$ cat src/rtl/rvad_pkg.sv
package rvad_pkg;

    localparam int MAX_CHUNK_SAMPLES_DEF = 4096;
    localparam int QUEUE_DEPTH_DEF       = 2;

    localparam int SAMPLE_W   = 16;
    localparam int SQ_W       = 31;
    localparam int MEAN_W     = 31;
    localparam int RAD_W      = 32;
    localparam int RMS_W      = 16;
    localparam int ROOT_STEPS = 16;
    localparam int SREM_W     = 20;
    localparam int THR_W      = 16;
    localparam int RUN_W      = 4;
    localparam int HIST_W     = 8;
    localparam int SEEN_W     = 3;
    localparam int PREV_W     = 3;
    localparam int CFG_IDX_W  = 4;
    localparam int CFG_DATA_W = 16;

    localparam logic [CFG_IDX_W-1:0] CFG_RMS_THRESHOLD     = 4'd0;
    localparam logic [CFG_IDX_W-1:0] CFG_SILENT_RUN_LENGTH = 4'd1;

    localparam logic [THR_W-1:0] THR_RESET = 16'd5000;
    localparam logic [RUN_W-1:0] RUN_RESET = 4'd3;
    localparam logic [RUN_W-1:0] RUN_MAX   = 4'd8;

    typedef struct packed {
        logic [THR_W-1:0] rms_threshold;
        logic [RUN_W-1:0] silent_run_length;
    } rvad_cfg_t;

    typedef enum logic [1:0] {
        BK_IDLE,
        BK_DIV,
        BK_SQRT,
        BK_FIN
    } bk_state_t;

endpackage

$ cat src/rtl/rvad_queue.sv
module rvad_queue
    import rvad_pkg::*;
#(
    parameter int WIDTH = 1,
    parameter int DEPTH = QUEUE_DEPTH_DEF,
    localparam int PTR_W = $clog2(DEPTH),
    localparam int CNT_W = $clog2(DEPTH + 1)
)
(
    input  logic             clk,
    input  logic             rst_n,
    input  logic             push_valid,
    output logic             push_ready,
    input  logic [WIDTH-1:0] push_data,
    output logic             pop_valid,
    input  logic             pop_ready,
    output logic [WIDTH-1:0] pop_data
);

    logic [WIDTH-1:0] mem [DEPTH];
    logic [PTR_W-1:0] wr_ptr_reg;
    logic [PTR_W-1:0] rd_ptr_reg;
    logic [CNT_W-1:0] count_reg;
    logic             push;
    logic             pop;

    assign push_ready = (count_reg != CNT_W'(DEPTH));
    assign pop_valid  = (count_reg != '0);
    assign pop_data   = mem[rd_ptr_reg];
    assign push       = push_valid && push_ready;
    assign pop        = pop_valid && pop_ready;

    always_ff @(posedge clk or negedge rst_n)
    begin
        if (!rst_n)
        begin
            wr_ptr_reg <= '0;
            rd_ptr_reg <= '0;
            count_reg  <= '0;
        end
        else
        begin
            if (push)
            begin
                wr_ptr_reg <= (wr_ptr_reg == PTR_W'(DEPTH - 1)) ? '0 : wr_ptr_reg + 1'b1;
            end
            if (pop)
            begin
                rd_ptr_reg <= (rd_ptr_reg == PTR_W'(DEPTH - 1)) ? '0 : rd_ptr_reg + 1'b1;
            end
            if (push && !pop)
            begin
                count_reg <= count_reg + 1'b1;
            end
            else if (pop && !push)
            begin
                count_reg <= count_reg - 1'b1;
            end
        end
    end

    always_ff @(posedge clk)
    begin
        if (push)
        begin
            mem[wr_ptr_reg] <= push_data;
        end
    end

endmodule

$ cat config.mk
export PLATFORM = sky130hd
export DESIGN_NAME = rvad_queue
export DESIGN_NICKNAME = d
export VERILOG_FILES = /design/src/rtl/rvad_pkg.sv /design/src/rtl/rvad_queue.sv
export SDC_FILE = /design/constraint.sdc
export NUM_CORES = 1
export LEC_CHECK = 0
export BUFFER_PORTS_ARGS = -buffer_cell sky130_fd_sc_hd__buf_2
export CORE_AREA = 2 2 39 41
export CTS_BUF_LIST = sky130_fd_sc_hd__clkbuf_8 sky130_fd_sc_hd__clkbuf_16
export DETAILED_ROUTE_END_ITERATION = 8
export DIE_AREA = 0 0 41 43
export GPL_TIMING_DRIVEN = 1
export PLACE_DENSITY = 0.5
export SLEW_MARGIN = 20
export SYNTH_ARGS = -nofsm -noshare
export SYNTH_HDL_FRONTEND = slang
export SYNTH_SLANG_ARGS = --single-unit
$ cat constraint.sdc
create_clock -name clk -period 1.4 [get_ports clk]
set_clock_uncertainty 0.2 [all_clocks]
set_input_delay 0.07 -clock clk [delete_from_list [all_inputs] [get_ports clk]]
set_output_delay 0.07 -clock clk [all_outputs]
set_load 0.01 [all_outputs]
==> key figures, run 1 <==
Outcome
  • Status: complete, but fails checks
  • Failing checks: negative hold slack, negative setup slack

Floorplanning
  • Chip height: 43 µm
  • Die ar.: 1760 µm²
  • Initial Utilization: 20.4%
  • Die X: 41 µm
  • Num rows: 14
  • Total core area: 1380 µm²
  • Ports: 8

Layout
  • Fin nets: 47
  • Fillers: 137
  • ANT cells: 0
  • Layout area overhead: 62.4%
  • Fin util: 33.2%
  • Share of post-route cells with drive strength above 1: 59.0%

Timing
  • Final period util: 107%
  • Setup TNS Final: -0.104 ns
  • Worst-margin pin slew: 0.159 ns
  • RSZ-0062 raised after global routing: yes
  • Fin. max-slew vios: 0
  • Final setup margin: -0.104 ns
  • Setup-failing EPs final: 1
  • Fmax: 665 MHz
  • Hold_ws: -0.00530 ns
  • Final Critical Period: 1.50 ns
  • Normalized max-slew margin: 89.4%
  • Final Hold Viols: 4

Critical path
  • Worst path required time: 1.30 ns
  • Crit end category: register
  • Crit path max fanout: 3
  • Cell depth of the worst flop-to-flop path: 6
  • Worst Path Arrival: 1.41 ns
  • Worst Setup EP: count_reg[1]
  • Crit Reg-Reg Startpoint: count_reg[1]
  • CP Launch Type: register
  • R2r setup slk: -0.10 ns
  • Setup Crit Path Kind: reg -> reg
  • CP Launch Point: count_reg[1]
  • R2r endpoint: count_reg[1]

Clock tree
  • Num CTS Buffers: 3
  • Root buf cell: clkbuf_8
  • H-tree Lvls: 1
  • Worst-skew pair later-pin latency: 0.22 ns
  • Clock transition at path regs: 0.04 ns
  • CTS sink count: 6
  • CTS max path bufs: 2
  • CTS tree: built

GRT
  • Vias in the first global route: 226
  • Largest net degree at the start of global routing: 5
  • GRT Util Overall: 8.40%
  • Initial antenna violation count: 0
  • First-pass GRT wire length: 869 µm
  • Gr ovfl total: 0

Routing
  • Drt pass-1 iters: 3
  • Routed Wire Length: 546 µm
  • Routed vias/inst: 3.87
  • Final ANT Viol Nets: 0
  • Vias: 213
  • Drt wl/cell: 9.93 µm
  • DRC: 0
  • DRT iter0 DRCs: 1

Logic synthesis
  • Register area share after synthesis: 56.6%
  • Commonest cells post-synth: 4 x dfrtp_1, 3 x xnor2_1, 2 x edfxtp_1, 2 x nor2_1, 2 x xor2_1
  • Yosys top cell area share: 35.4%
  • Syn. warnings: 0
  • Leading area contributor after synthesis: dfrtp_1
  • Syn Inst Count: 21
  • Main synth FF type: dfrtp_1
  • Post-synthesis async set-or-reset flop share: 66.7%
  • Syn Area/Cell: 13.5 µm²
  • Most numerous cell in the Yosys netlist: dfrtp_1
  • Mapped Area: 283 µm²
  • Number of synthesized register bits: 6
  • Mapped Nets: 27
  • Top area cells in the synthesized netlist: dfrtp_1 35%, edfxtp_1 21%, xnor2_1 9.3%
  • EDFF count, synth: 2
  • Synth cell types: 13

Run
  • Number of max-cap violations: 0

Pwr
  • Power per Cell Area: 2340 nW/µm²
  • VDD IR-drop max: 612 µV
  • Leak: 0.000213 µW

Place
  • Setup WS pre-CTS: -0.163 ns
  • Buffers on Ports: 7
  • RePlAce Congestion: 0.578

Hold path
  • Hold Crit Class: in -> async
-- logic make-up after synthesis --
group | synth area share (%)
flops | 56.6
mux | 3.98
fa+ha+maj | 4.42
xor+xnor | 15.5
buf+inv | 1.33
simple gates | 18.1
-- area by class of cell --
cell class / instances / area, µm² / share of cell area (%)
inverters: 1 / 3.75 / 0.817
clock buffers: 3 / 41.3 / 8.99
repair buffers: 15 / 100 / 21.8
multi-input cells: 14 / 134 / 29.2
flip-flops and latches: 6 / 160 / 34.9
well taps: 16 / 20.0 / 4.36
-- cell usage in the layout (no fill, tap or decap) --
cell,instances
and3_1,1
buf_2,7
buf_4,6
clkbuf_8,3
dfrtp_1,4
dlygate4sd3_1,2
edfxtp_1,2
ha_4,1
inv_2,1
mux2_2,1
nand2_2,1
nand2_4,1
nand2b_4,1
nor2_1,2
or2_4,1
xnor2_1,3
xor2_1,2
-- per-layer routing --
layer	part of all wire, %	vias to the layer above	wire length, µm	global-route usage (%)
met5	0	-	0	0
met4	3.8	0	21	12.0
met3	3.5	3	19	3.14
met2	54	6	297	12.2
met1	38	99	208	6.60
li1	-	105	-	-
-- power by group --
part           internal, µW  switching (µW)  leakage (µW)
sequential              264            60.9     0.0000652
combinational           298             190      0.000126
clock                   185            76.3     0.0000216
total                   747             327      0.000213
-- critical path, cell delays in order (launching register included) --
cell and delay (ns):
dfrtp_1 0.41, or2_4 0.26, nand2_4 0.07, ha_4 0.12, xor2_1 0.13, nor2_1 0.06, xor2_1 0.14
-- repair_timing --
item	4_1_cts	5_1_grt
resized for setup	1	0
endpoints found under the setup margin	2	2
cloned	0	0
hold endpoints to repair	6	0
buffers inserted	1	1
pin swaps	3	0
hold buffers	2	0
-- how the worst min path moves through the flow --
stage / slack (ns) / start / end
after floorplan: -0.43 / rst_n / count_reg[0]
after global placement: -0.32 / rst_n / rd_ptr_reg
after detailed placement: -0.31 / rst_n / count_reg[0]
after CTS: 0.0005 / rst_n / count_reg[0]
after global routing: 0.01 / rst_n / count_reg[0]
final: -0.005 / rst_n / count_reg[0]
-- through the flow --
stage | std cells | total power (µW) | instance area (µm²)
after floorplan | 21 | 612 | 298
after global placement | 48 | 754 | 383
after detailed placement | 48 | 770 | 383
after CTS | 54 | 1070 | 452
after global routing | 55 | 1140 | 459
final | 55 | 1070 | 459
Note: power is estimated with default switching activity, not from simulation.
==> run 2, diff against run 1 <==
CTS_BUF_LIST = not set   (was sky130_fd_sc_hd__clkbuf_8 sky130_fd_sc_hd__clkbuf_16)
==> run 2 against run 1 <==
Against the previous run:
- the run ends with negative setup slack left
- die area is the same
- hold slack gained 0.014 ns
- largest power group unchanged
- flip-flop and latch count is the same
- clock power shrank 39%
- highest routed layer unchanged
- clock-buffer cell count is the same
==> key figures, run 2 (synthesis results as in run 1) <==
Outcome
  • Status: complete, but fails checks
  • Failing checks: negative setup slack

GRT
  • Vias in the first global route: 224
  • Gr ovfl total: 0
  • Largest net degree at the start of global routing: 5
  • GRT Util Overall: 8.00%
  • Initial antenna violation count: 0
  • First-pass GRT wire length: 848 µm

Critical path
  • Crit Reg-Reg Startpoint: count_reg[1]
  • R2r endpoint: count_reg[1]
  • Setup Crit Path Kind: reg -> reg
  • Worst Path Arrival: 1.45 ns
  • CP Launch Type: register
  • WP depth: 6
  • Worst path required time: 1.33 ns
  • Worst-path cell chain: or2_4 > nand2_4 > ha_4 > xor2_1 > nor2_1 > xor2_1
  • R2r setup slk: -0.12 ns
  • CP Launch Point: count_reg[1]
  • Crit path max-delay cell type: dfrtp_1
  • Worst Setup EP: count_reg[1]
  • Cell family with most CP delay: flip-flops
  • Most frequent CP cell: xor2_1
  • Cell depth of the worst flop-to-flop path: 6
  • Crit end category: register
  • Crit path buf inv count: 0
  • Largest stage delay on the critical path: 0.42 ns
  • Crit path max fanout: 3

Routing
  • DRC: 0
  • Drt wl/cell: 9.26 µm
  • Uppermost layer routed: met4
  • Routed met3 length: 19 µm
  • Routed vias/inst: 3.84
  • Routed Wire Length: 528 µm
  • Drt pass-1 iters: 2
  • Met1 WL: 193 µm
  • DR WL met2: 305 µm
  • DRT iter0 DRCs: 2
  • Vias: 219
  • Final ANT Viol Nets: 0

Timing
  • Setup-failing EPs final: 1
  • RSZ-0062 raised after global routing: yes
  • Final period util: 109%
  • Fin. max-slew vios: 0
  • Final Hold Viols: 0
  • Fmax: 658 MHz
  • Normalized max-slew margin: 86.2%
  • Final setup margin: -0.120 ns
  • Worst-margin pin slew: 0.207 ns
  • Final Critical Period: 1.52 ns

Run
  • Number of max-cap violations: 0

Clock tree
  • CTS sink count: 6
  • CTS max path bufs: 2
  • Num CTS Buffers: 3
  • Clock transition at path regs: 0.05 ns
  • CTS tree: built
  • Worst-skew pair later-pin latency: 0.24 ns
  • H-tree Lvls: 1
  • Root buf cell: clkbuf_4

Pwr
  • VDD IR-drop max: 572 µV
  • Leak: 0.000214 µW
  • Power per Cell Area: 2120 nW/µm²
  • Total power draw: 976 µW

Hold path
  • Hold Crit Class: in -> reg

Layout
  • Fin nets: 49
  • Cell Count, Final, Fillers Out: 57
  • Most frequent cells in the layout: 7 x buf_2, 6 x buf_4, 4 x dfrtp_1, 4 x dlygate4sd3_1
  • ANT cells: 0
  • Final instance area: 460 µm²
  • Most common cell after layout, fill and taps aside: buf_2
  • Layout area overhead: 62.8%
  • Share of post-route cells with drive strength above 1: 56.1%

Place
  • Buffers on Ports: 7
  • Placed cells: 48
  • Setup WS pre-CTS: -0.163 ns
  • RePlAce Congestion: 0.578
  • Placed Instance Area: 383 µm²

Floorplanning
  • Chip height: 43 µm
  • Die ar.: 1760 µm²
  • Ports: 8
  • Die X: 41 µm
  • Total core area: 1380 µm²
  • Initial Utilization: 20.4%
  • Num rows: 14
==> run 2: cell count changes in the layout (fill, tap and decap cells not counted), sizes merged <==
cell	delta
dlygate4sd3	+2
==> run 2: final cells by class <==
class | count | area (µm²)
Inverter | 1 | 3.75
Sequential cell | 6 | 160
Fill cell | 138 | 923
Timing Repair Buffer | 17 | 120
Multi-Input combinational cell | 14 | 134
Tap cell | 16 | 20.0
Clock buffer | 3 | 22.5
==> run 2: power breakdown <==
group / internal (µW) / switching (µW)
Clock: 97.0 / 62.6
Combinational: 302 / 191
Sequential: 264 / 59.5
Total: 662 / 314
==> run 2: how the worst min path moves through the flow <==
stage | startpoint | endpoint | slack (ns) | depth (start not counted)
6_report | pop_ready | rd_ptr_reg | 0.009 | 4
5_1_grt | pop_ready | rd_ptr_reg | 0.02 | 4
4_1_cts | pop_ready | rd_ptr_reg | 0.005 | 4
3_5_place_dp | rst_n | count_reg[0] | -0.31 | 1
3_3_place_gp | rst_n | rd_ptr_reg | -0.32 | 1
2_1_floorplan | rst_n | count_reg[0] | -0.43 | 0
==> run 2: through the flow <==
step | hold slack (ns) | utilization, % | TNS [ns]
finish | 0.00892 | 33.3 | -0.120
detailed placement | -0.313 | 27.7 | -0.163
global route | 0.0170 | 33.3 | -0.176
CTS | 0.00530 | 32.7 | -0.133
global placement | -0.320 | 27.7 | -0.126
floorplan | -0.426 | - | -0.128
==> run 2: worst reg2reg max path, cell delays in order, from the launching register on <==
cell     delay (ns)
dfrtp_1        0.42
or2_4          0.26
nand2_4        0.07
ha_4           0.12
xor2_1         0.14
nor2_1         0.06
xor2_1         0.14
==> run 2: what timing repair did <==
action                                  4_1_cts  5_1_grt
hold buffers                                  4        0
endpoints found under the setup margin        2        2
resized for setup                             0        1
setup buffers                                 1        1
hold endpoints to repair                      8        0
pin swaps                                     3        0
==> run 2: metal layers <==
| layer | GRT usage, % | up-vias |
|---|---|---|
| met5 | 0 | - |
| met1 | 6.27 | 105 |
| li1 | - | 107 |
| met3 | 3.14 | 2 |
| met2 | 12.2 | 5 |
| met4 | 10.0 | 0 |
==> run 3, diff against run 2 <==
ABC_AREA = 1   (was not set)
BUFFER_PORTS_ARGS = not set   (was -buffer_cell sky130_fd_sc_hd__buf_2)
DONT_BUFFER_PORTS = 1   (was not set)
PLACE_DENSITY = 0.47   (was 0.5)
==> run 3 against run 2 <==
Against the previous run:
- the run now ends clean
- register-to-register slack gained 0.14 ns
- sequential share of layout area decreased by 2.3 points
- utilization is 2.4 points higher
- critical path depth rose by 2
- first-iteration DRC count shrank 100%
- highest routed layer unchanged
- via count increased by 19%
==> key figures, run 3 <==
Logic synthesis
  • Most numerous cell in the Yosys netlist: nand2_1
  • Mapped Nets: 40
  • Mapped Area: 317 µm²
  • Register area share after synthesis: 50.6%
  • Number of synthesized register bits: 6
  • Leading area contributor after synthesis: dfrtp_1
  • Post-synthesis async set-or-reset flop share: 66.7%
  • Syn Area/Cell: 9.31 µm²
  • Syn. warnings: 0
  • Yosys top cell area share: 31.6%
  • Syn Inst Count: 34
  • Top area cells in the synthesized netlist: dfrtp_1 32%, edfxtp_1 19%, nand2_1 11%
  • Synth cell types: 13
  • Commonest cells post-synth: 9 x nand2_1, 5 x inv_1, 4 x dfrtp_1
  • EDFF count, synth: 2
  • Main synth FF type: dfrtp_1

Place
  • Placed Instance Area: 384 µm²
  • Placed cells: 54
  • Post-DP HPWL: 415 µm
  • Buffers on Ports: 0
  • RePlAce Congestion: 0.609

Critical path
  • CP Launch Point: count_reg[1]
  • Crit end category: register
  • Crit path max fanout: 3
  • Cell depth of the worst flop-to-flop path: 8
  • R2r endpoint: count_reg[1]
  • Worst Path Arrival: 1.30 ns
  • CP Launch Type: register
  • Crit Reg-Reg Startpoint: count_reg[1]
  • Worst path required time: 1.32 ns
  • R2r setup slk: 0.02 ns
  • Setup Crit Path Kind: reg -> reg

Routing
  • Routed vias/inst: 3.88
  • Drt pass-1 iters: 1
  • DRT iter0 DRCs: 0
  • Vias: 260
  • Drt wl/cell: 8.27 µm
  • Final ANT Viol Nets: 0
  • DRC: 0
  • Routed Wire Length: 554 µm

Layout
  • Layout area overhead: 55.7%
  • Share of post-route cells with drive strength above 1: 45.1%
  • Most frequent cells in the layout: 8 x nand2_1, 8 x buf_4, 5 x dlygate4sd3_1
  • Cell Count, Final, Fillers Out: 67
  • ANT cells: 0
  • Fillers: 145
  • Fin nets: 58
  • Final instance area: 493 µm²

Pwr
  • Int Pwr: 652 µW
  • VDD IR-drop max: 541 µV
  • Net Sw Frac: 37.4%
  • Leak: 0.000242 µW
  • Total power draw: 1040 µW
  • P_sw: 390 µW
  • Seq pwr share: 30.0%
  • Clock share of power: 15.8%
  • Power per Cell Area: 2110 nW/µm²
  • Combinational group share of total power: 54.2%

Hold path
  • Cells on Worst Hold Path: 1
  • Hold Path Origin: push_data
  • WHS Endpoint: mem[0]
  • Hold Crit Class: in -> reg

Timing
  • Fmax: 727 MHz
  • Setup TNS Final: 0 ns
  • Worst-margin pin slew: 0.190 ns
  • Final Critical Period: 1.38 ns
  • RSZ-0062 raised after global routing: yes
  • Final Hold Viols: 0
  • Hold_ws: 0.285 ns
  • Setup-failing EPs final: 0
  • Normalized max-slew margin: 87.3%
  • Final period util: 98.3%
  • Fin. max-slew vios: 0

GRT
  • First-pass GRT wire length: 917 µm
  • Vias in the first global route: 258
  • Gr ovfl total: 0
  • Initial antenna violation count: 0
  • Largest net degree at the start of global routing: 5
  • GRT Util Overall: 8.61%

Outcome
  • Status: complete, no violations

Clock tree
  • CTS tree: built
  • Clock transition at path regs: 0.05 ns
  • H-tree Lvls: 1
  • Root buf cell: clkbuf_4
  • CTS sink count: 6
  • Num CTS Buffers: 3
  • Worst-skew pair later-pin latency: 0.23 ns
  • CTS max path bufs: 2

Floorplanning
  • Initial Utilization: 22.9%
  • Chip height: 43 µm
  • Total core area: 1380 µm²
  • Num rows: 14
  • Die X: 41 µm
  • Die ar.: 1760 µm²
  • Ports: 8

Run
  • Number of max-cap violations: 0
[run 3: changes by cell type in the layout (fill, tap and decap cells not counted), moves of 3 or more]
cell | previous run | this run
nand2_1 | 0 | 8
buf_2 | 7 | 0
inv_1 | 0 | 3
inv_2 | 1 | 4
[run 3: how the worst max path moves through the flow]
stage | end | slack [ns]
4_1_cts | count_reg[1] | 0.006
5_1_grt | count_reg[1] | -0.07
6_report | count_reg[1] | 0.02
2_1_floorplan | count_reg[1] | 0.003
3_5_place_dp | count_reg[1] | 0.006
3_3_place_gp | count_reg[1] | 0.007
[run 3: cell families after synthesis]
| family | after synthesis | share of synthesized area (%) |
|---|---|---|
| AND/OR/NAND/NOR | 18 | 29.2 |
| buffers and inverters | 7 | 8.30 |
| XOR/XNOR | 2 | 7.91 |
| adder cells (fa/ha/maj) | 1 | 3.95 |
| flip-flops | 6 | 50.6 |
[run 3: worst max-delay path, stage by stage, from the launching register on]
cell and delay [ns]:
dfrtp_1 0.41, inv_2 0.06, nand2_2 0.07, nand2_2 0.07, ha_4 0.25, inv_2 0.06
nand3_2 0.05, nand2_1 0.05, nand2_1 0.05
[run 3: layer usage]
metal	wire (µm)	GRT usage (%)	vias to the layer above
met5	0	0	-
met4	19	10.0	0
met3	26	3.14	2
met2	303	12.5	6
met1	205	7.95	117
li1	-	-	135
[run 3: metrics by stage]
step                      utilization, %  setup slack [ns]
after floorplan                        -           0.00304
after global placement              27.8           0.00728
after detailed placement            27.8           0.00570
after CTS                           34.5           0.00603
after global routing                35.6           -0.0690
final                               35.6            0.0237
[run 3: layout make-up]
type | count | area (µm²) | share of cell area, %
clock buffer | 4 | 26.3 | 5.33
inverter | 7 | 26.3 | 5.33
multi-input combinational | 21 | 150 | 30.5
sequential | 6 | 160 | 32.5
tap | 16 | 20.0 | 4.06
timing repair buffer | 13 | 110 | 22.3
[run 3: power by group through the flow]
stage | clock network, µW | logic, µW | registers, µW
final | 164 | 565 | 313
after global routing | 179 | 636 | 324
after CTS | 174 | 540 | 314
after detailed placement | 0 | 480 | 317
after global placement | 0 | 476 | 313
after floorplan | 0 | 349 | 311
[run 3: what timing repair did]
item                       4_1_cts  5_1_grt
setup buffers                    2        2
gates resized for setup          1        0
hold endpoints to repair        11        0
cloned                           0        0
hold buffers                     5        0
setup endpoints to repair        1        1
pin swaps                        2        1
